<file path="config.mk">
export PLATFORM = sky130hd
export DESIGN_NAME = bedu_cell
export DESIGN_NICKNAME = d
export VERILOG_FILES = /design/src/bedu_pkg.sv /design/src/bedu_cell.sv
export SDC_FILE = /design/constraint.sdc
export NUM_CORES = 1
export LEC_CHECK = 0
export ABC_AREA = 1
export BUFFER_PORTS_ARGS = -buffer_cell sky130_fd_sc_hd__buf_4
export CORE_MARGIN = 8
export CORE_UTILIZATION = 41
export CTS_CLUSTER_SIZE = 20
export DETAILED_ROUTE_END_ITERATION = 16
export GPL_TIMING_DRIVEN = 0
export PLACE_DENSITY_LB_ADDON = 0.05
export REMOVE_ABC_BUFFERS = 1
export SLEW_MARGIN = 20
export SYNTH_ARGS = -nofsm -noshare
export SYNTH_HDL_FRONTEND = slang
export SYNTH_SLANG_ARGS = --single-unit
</file>
<file path="constraint.sdc">
create_clock -name clk -period 4.2 [get_ports clk]
set_input_delay 0.42 -clock clk [delete_from_list [all_inputs] [get_ports clk]]
set_output_delay 0.42 -clock clk [all_outputs]
set_load 0.1 [all_outputs]
</file>
<file path="src/bedu_pkg.sv">
package bedu_pkg;

    // Width of one character.
    localparam int CH_W = 8;

    // Width of a distance result and of the cutoff register.
    localparam int DIST_W = 7;

    // Width of a matrix entry inside the cell chain. It covers the longest
    // word that the length parameter allows.
    localparam int ROW_W = 8;

    // Largest distance that the result field can show.
    localparam logic [DIST_W-1:0] DIST_MAX = '1;

    // Cutoff value after reset.
    localparam logic [DIST_W-1:0] MAX_DIST_RESET = DIST_W'(1);

    typedef enum logic [1:0] {
        FUNC_CLEAR = 2'd0,
        FUNC_REF   = 2'd1,
        FUNC_QUERY = 2'd2,
        FUNC_END   = 2'd3
    } func_t;

    // Wavefront data that one cell hands to the next.
    typedef struct packed {
        logic             tok;
        logic             done;
        logic [ROW_W-1:0] left;
        logic [ROW_W-1:0] diag;
        logic [ROW_W-1:0] rmin;
    } link_t;

    // Controls broadcast from the top level to every cell.
    typedef struct packed {
        logic            restart;
        logic            append;
        logic [CH_W-1:0] ch_ref;
        logic [CH_W-1:0] ch_q;
    } cell_ctl_t;

endpackage

</file>
<file path="src/bedu_cell.sv">
module bedu_cell #(
    parameter int IDX = 1
) (
    input  logic                 clk,
    input  logic                 rst_n,
    input  bedu_pkg::cell_ctl_t  ctl,
    input  logic                 sel_wr,
    input  logic                 is_last,
    input  bedu_pkg::link_t      link_in,
    output bedu_pkg::link_t      link_out
);
    import bedu_pkg::*;

    logic [CH_W-1:0]  ref_ch_reg;
    logic [CH_W-1:0]  ref_ch_next;
    logic [ROW_W-1:0] value_reg;
    logic [ROW_W-1:0] value_next;
    link_t            out_reg;
    link_t            out_next;
    logic [ROW_W-1:0] best;
    logic [ROW_W-1:0] cost;

    // The cell holds one column of the current row. A token from the left
    // brings the new value of the previous column and its old value.
    always_comb
    begin
        best = value_reg;
        if (link_in.left < best)
        begin
            best = link_in.left;
        end
        if (link_in.diag < best)
        begin
            best = link_in.diag;
        end
        if (ref_ch_reg == ctl.ch_q)
        begin
            cost = link_in.diag;
        end
        else
        begin
            cost = best + ROW_W'(1);
        end
    end

    always_comb
    begin
        ref_ch_next = ref_ch_reg;
        value_next  = value_reg;
        out_next    = out_reg;
        if (ctl.append && sel_wr)
        begin
            ref_ch_next = ctl.ch_ref;
        end
        if (ctl.restart)
        begin
            value_next = ROW_W'(IDX);
        end
        else if (link_in.tok)
        begin
            value_next = cost;
        end
        out_next.tok  = link_in.tok && !is_last;
        out_next.done = link_in.tok && is_last;
        if (link_in.tok)
        begin
            out_next.left = cost;
            out_next.diag = value_reg;
            out_next.rmin = (cost < link_in.rmin) ? cost : link_in.rmin;
        end
    end

    always_ff @(posedge clk or negedge rst_n)
    begin
        if (!rst_n)
        begin
            out_reg <= '0;
        end
        else
        begin
            out_reg <= out_next;
        end
    end

    always_ff @(posedge clk)
    begin
        ref_ch_reg    <= ref_ch_next;
        value_reg     <= value_next;
    end

    assign link_out = out_reg;

endmodule

</file>
== Yosys cells after proc, flatten, opt, wreduce, memory -nomap -nowiden ==
Index checks and enable logic that the tools add are counted.

* Eq/ne operators: 1
* Multiplexer cells: 4
* Reduce and logical (&&, ||, !) cells: 4
* Add/sub/neg operators: 1
* Order comparisons: 3

{| class="wikitable"
|+ Operators by type and width
! kind !! number
|-
| $mux W8 || 4
|-
| $lt A8 B8 Y1 || 3
|-
| $add A8 B1 Y8 const B || 1
|-
| $eq A8 B8 Y1 || 1
|-
| $logic_and A1 B1 Y1 || 3
|-
| $logic_not A1 Y1 || 1
|}

* Output and inout port bits: 26
* Logic and storage cells: 20
* Bits in registers: 42

== Logic depth before layout (Yosys ltp) ==
* Depth in word-level cells: 8
* Depth in mapped cells: 37
* Gate-level depth less buffers: 36

== Worst setup path before layout ==
Ideal clock, no wire load.

* Path kind: input to register
* From: input port link_in[23] (netlist bit)
* To: register out_reg, in the netlist link_out[4]
* Data required time: 4.080 ns
* Setup slack: -0.296 ns
* Cell stages on the path: 30
* Library setup time: 0.120 ns
* Arrival time: 4.376 ns
* Cell sequence: ha_1 nand2_1 inv_1 nor2_1 o21a_1 nand2_4 clkbuf_1 o21ai_0 inv_1 ha_1 a21oi_1 nor2_1 a211oi_4 nand3_1 nand2_2 ha_1 nand2_4 nor2_4 nand2_1 nand2_1 nand3_1 nand2_1 inv_2 ha_1 nand2_1 nor2_1 a211oi_2 nand3_1 nand3_1 nand2_1

* Longest elaborated chain between the ends: 8

{| class="wikitable"
|+ RTL lines
! element !! line !! RTL
|-
| start: declaration || bedu_cell.sv:9 || <nowiki>input bedu_pkg::link_t link_in,</nowiki>
|-
| $lt A8 B8 Y1 || bedu_cell.sv:28 || <nowiki>if (link_in.left < best)</nowiki>
|-
| $mux W8 (*) || bedu_cell.sv:28 ||
|-
| $lt A8 B8 Y1 || bedu_cell.sv:32 || <nowiki>if (link_in.diag < best)</nowiki>
|-
| $mux W8 (*) || bedu_cell.sv:32 ||
|-
| $add A8 B1 Y8 (*) || bedu_cell.sv:42 || <nowiki>cost = best + ROW_W'(1);</nowiki>
|-
| $mux W8 (*) || bedu_cell.sv:36 || <nowiki>if (ref_ch_reg == ctl.ch_q)</nowiki>
|-
| via cost[6] || bedu_cell.sv:21 || <nowiki>logic [ROW_W-1:0] cost;</nowiki>
|-
| $lt A8 B8 Y1 (*) || bedu_cell.sv:69 || <nowiki>out_next.rmin = (cost < link_in.rmin) ? cost : link_in.rmin;</nowiki>
|-
| $mux W8 (*) || bedu_cell.sv:69 ||
|-
| end signal: assignment || bedu_cell.sv:81 || <nowiki>out_reg <= out_next;</nowiki>
|-
| end: declaration || bedu_cell.sv:18 || <nowiki>link_t out_reg;</nowiki>
|}

Mark *: on every way through the listed nets, which the timed path passes. The rest lies on a longest branch.
A chain may end at the register's enable or synchronous reset.

== Worst setup path in the final report ==
* From: register value_reg[7]
* To: register out_reg, in the netlist link_out[4]

* Longest elaborated chain between the ends: 8

{| class="wikitable"
|+ RTL lines
! element !! line !! RTL
|-
| start: declaration || bedu_cell.sv:16 || <nowiki>logic [ROW_W-1:0] value_reg;</nowiki>
|-
| start signal: assignment || bedu_cell.sv:88 || <nowiki>value_reg <= value_next;</nowiki>
|-
| $lt A8 B8 Y1 || bedu_cell.sv:28 ||
|-
| $mux W8 (*) || bedu_cell.sv:28 ||
|-
| $lt A8 B8 Y1 || bedu_cell.sv:32 ||
|-
| $mux W8 (*) || bedu_cell.sv:32 ||
|-
| $add A8 B1 Y8 (*) || bedu_cell.sv:42 ||
|-
| $mux W8 (*) || bedu_cell.sv:36 ||
|-
| via cost[6] || bedu_cell.sv:21 ||
|-
| $lt A8 B8 Y1 (*) || bedu_cell.sv:69 ||
|-
| $mux W8 (*) || bedu_cell.sv:69 ||
|}

Marked as above.

==> results.ini <==
[logic_synthesis]
yosysTopAreaCell = dfrtp_1
avgSynthCellArea_um2 = 7.59
synth_top_area_share_pct = 23.2
synth_area_mm2 = 0.00280
ys_warn_count = 0
ys_types = 29
yosysSeqAreaShare_pct = 37.5
synthTopCellsByArea = dfrtp_1 (23%), nand2_1 (16%), ha_1 (9.8%)
syn_inst = 369
synth_seq_cells = 42

[finish]
final_cell_mix = nand2_1 (99), buf_4 (95), inv_1 (45)
design_area_mm2 = 0.00422
drive_gt1_share_pct = 47.4
largest_register_ffs = 26
antennaDiodeCount = 0
fin_nets = 539
fin_util_pct = 62.8
syn2layout_area_growth_pct = 50.6
final_common_cell = nand2_1

[routing]
route.detailed.drc = 0
ant_nets = 0
vias_per_cell = 4.98
routed-via-count = 2738
dr.pass1.iters = 4
wl_per_cell_um = 15.4
drtIter0Drc = 104
routed_wirelength_um = 8480

[global_routing]
grt_pass1_wl_um = 13000
grt_max_degree = 42
grt-ovfl-total = 0
antenna_found_initial = 0
grt_use_total_pct = 16.4
grt_pass1_vias = 2709

[placed_design]
dp_slack_ns = -1.08
place.gp.congestion = 0.801
dp_hpwl_um = 5690
io_buffers = 72
placed_area_mm2 = 0.00340

[min_path]
hold_path_class = input pin to asynchronous set/reset pin

[clocking]
cts_buffer_depth = 2
clk_latency_ns = 0.31
cts_tree = done
root_buffer = clkbuf_8
cts-buffers-inserted = 5
clkTransAtPathRegs_ns = 0.10
cts_sinks = 42
cts_htree_levels = 2
hold_buffers = 0

[outcome]
outcome = finished, final reports clean

[timing]
maxSlewViolCount = 0
post-route-min-period_ns = 4.20
fin_ws_ns = 0.00466
rsz0062_at_grt = yes
finalCritPeriodShare_pct = 99.9
fin_tns_setup_ns = 0
maxSlewHeadroom_pct = 56.4
skew_ns = 0.0159
max_freq_mhz = 238
finalHoldViolCount = 0
tightest_slew_ns = 0.654
setup_viol = 0

[die]
rows = 30
initial_core_util_pct = 41.7
die_h_um = 98.6
coreArea_mm2 = 0.00672
die_w_um = 98.6
dieArea_mm2 = 0.00973
ios = 74

[setup_path]
cp_slowest_cell = dfxtp_2
crit_path_max_fanout = 7
start_kind = flop
cp.arrival_ns = 4.40
crit_required_ns = 4.40
max_stage_delay_ns = 0.34
endpoint_kind = flop
cpMostUsedCell = buf_6
path_class = flop to flop

[pwr]
switching_share_pct = 55.4
p_total_mw = 3.07
p_per_area_mw_per_mm2 = 727
peakVddDrop_v = 0.000449
switchingPower_mw = 1.70
p_int_mw = 1.37
leakagePower_nw = 2.16
power_frac_comb_pct = 71.1
seqPwrFrac_pct = 19.3
p_clk_share_pct = 9.6

[run]
maxCapViolations = 0

-- what timing repair did --
item | in CTS | in global routing
pin swaps | 24 | 36
resized for setup | 58 | 52
setup buffers | 20 | 9
endpoints found under the setup margin | 8 | 8
gates cloned | 1 | 0
-- power by group through the flow --
stage / Sequential [mW] / Combinational (mW) / Clock, mW
final: 0.591 / 2.18 / 0.294
after global routing: 0.605 / 2.33 / 0.314
after global placement: 0.594 / 1.65 / 0
after detailed placement: 0.597 / 1.67 / 0
after CTS: 0.592 / 1.95 / 0.298
after floorplan: 1.23 / 0.659 / 0
-- cells in the mapped netlist --
cell / instances
a21oi_2: 3
inv_2: 5
a31oi_1: 1
dfrtp_1: 26
dfxtp_1: 8
o21bai_1: 2
nor2_2: 1
nand2_2: 14
o21ai_0: 17
o21a_1: 1
inv_1: 52
a211oi_4: 1
nor2_1: 9
a21oi_1: 11
o21ai_1: 2
clkbuf_1: 5
edfxtp_1: 8
ha_1: 22
or2_2: 4
xor2_1: 8
a211oi_2: 1
nand3_2: 3
buf_2: 3
nor4_1: 2
nand2_1: 116
nand2_4: 9
buf_1: 1
nor2_4: 2
nand3_1: 32
-- cell type report --
| class | count | area (um2) |
|---|---|---|
| flip-flops and latches | 42 | 1060 |
| multi-input cells | 262 | 1970 |
| repair buffers | 101 | 781 |
| inverters | 57 | 216 |
| clock buffers | 5 | 68.8 |
| clock inverters | 3 | 26.3 |
| well taps | 80 | 100 |
| fillers | 606 | 2500 |
-- logic make-up (layout without fill, tap and decap cells) --
family | count (synthesis) | in the layout | synth area share, %
DFF | 42 | 42 | 37.5
adders and majority gates | 22 | 22 | 9.83
buffers and inverters | 66 | 166 | 8.98
AOI/OAI and AO/OA | 39 | 39 | 8.49
and+or+nand+nor | 192 | 193 | 32.7
xor gates and xnor gates | 8 | 8 | 2.50
-- worst paths after layout --
check                        startpoint           end  slack [ns]  cells after the start
max                        value_reg[7]   link_out[4]       0.005                     33
min                               rst_n  link_out[17]        0.02                      1
max reg2reg                value_reg[7]   link_out[4]       0.005                     33
min reg2reg                value_reg[4]  value_reg[4]        0.47                      2
max in group asynchronous         rst_n  link_out[11]        3.89                      1
min in group clk                is_last  link_out[25]        0.25                      2
-- metrics by stage --
stage | hold slack (ns) | std cells
floorplan | 0.124 | 360
global placement | 0.371 | 512
detailed placement | 0.373 | 512
CTS | 0.0389 | 541
global route | 0.0445 | 550
finish | 0.0247 | 550
-- worst max-delay path, delay by kind of cell (launching register included) --
family / cells / cell delay [ns]
compound gates: 5 / 0.86
fa+ha+maj: 3 / 0.64
buf+inv: 8 / 0.83
flops: 1 / 0.34
simple gates: 17 / 1.41
-- layer usage --
layer	up-vias	global-route usage, %	wire length, um
li1	1362	-	-
met1	1319	20.2	3660
met5	-	0	0
met4	0	3.54	61
met3	6	3.81	430
met2	51	28.5	4330
(Power assumes the default switching activity.)
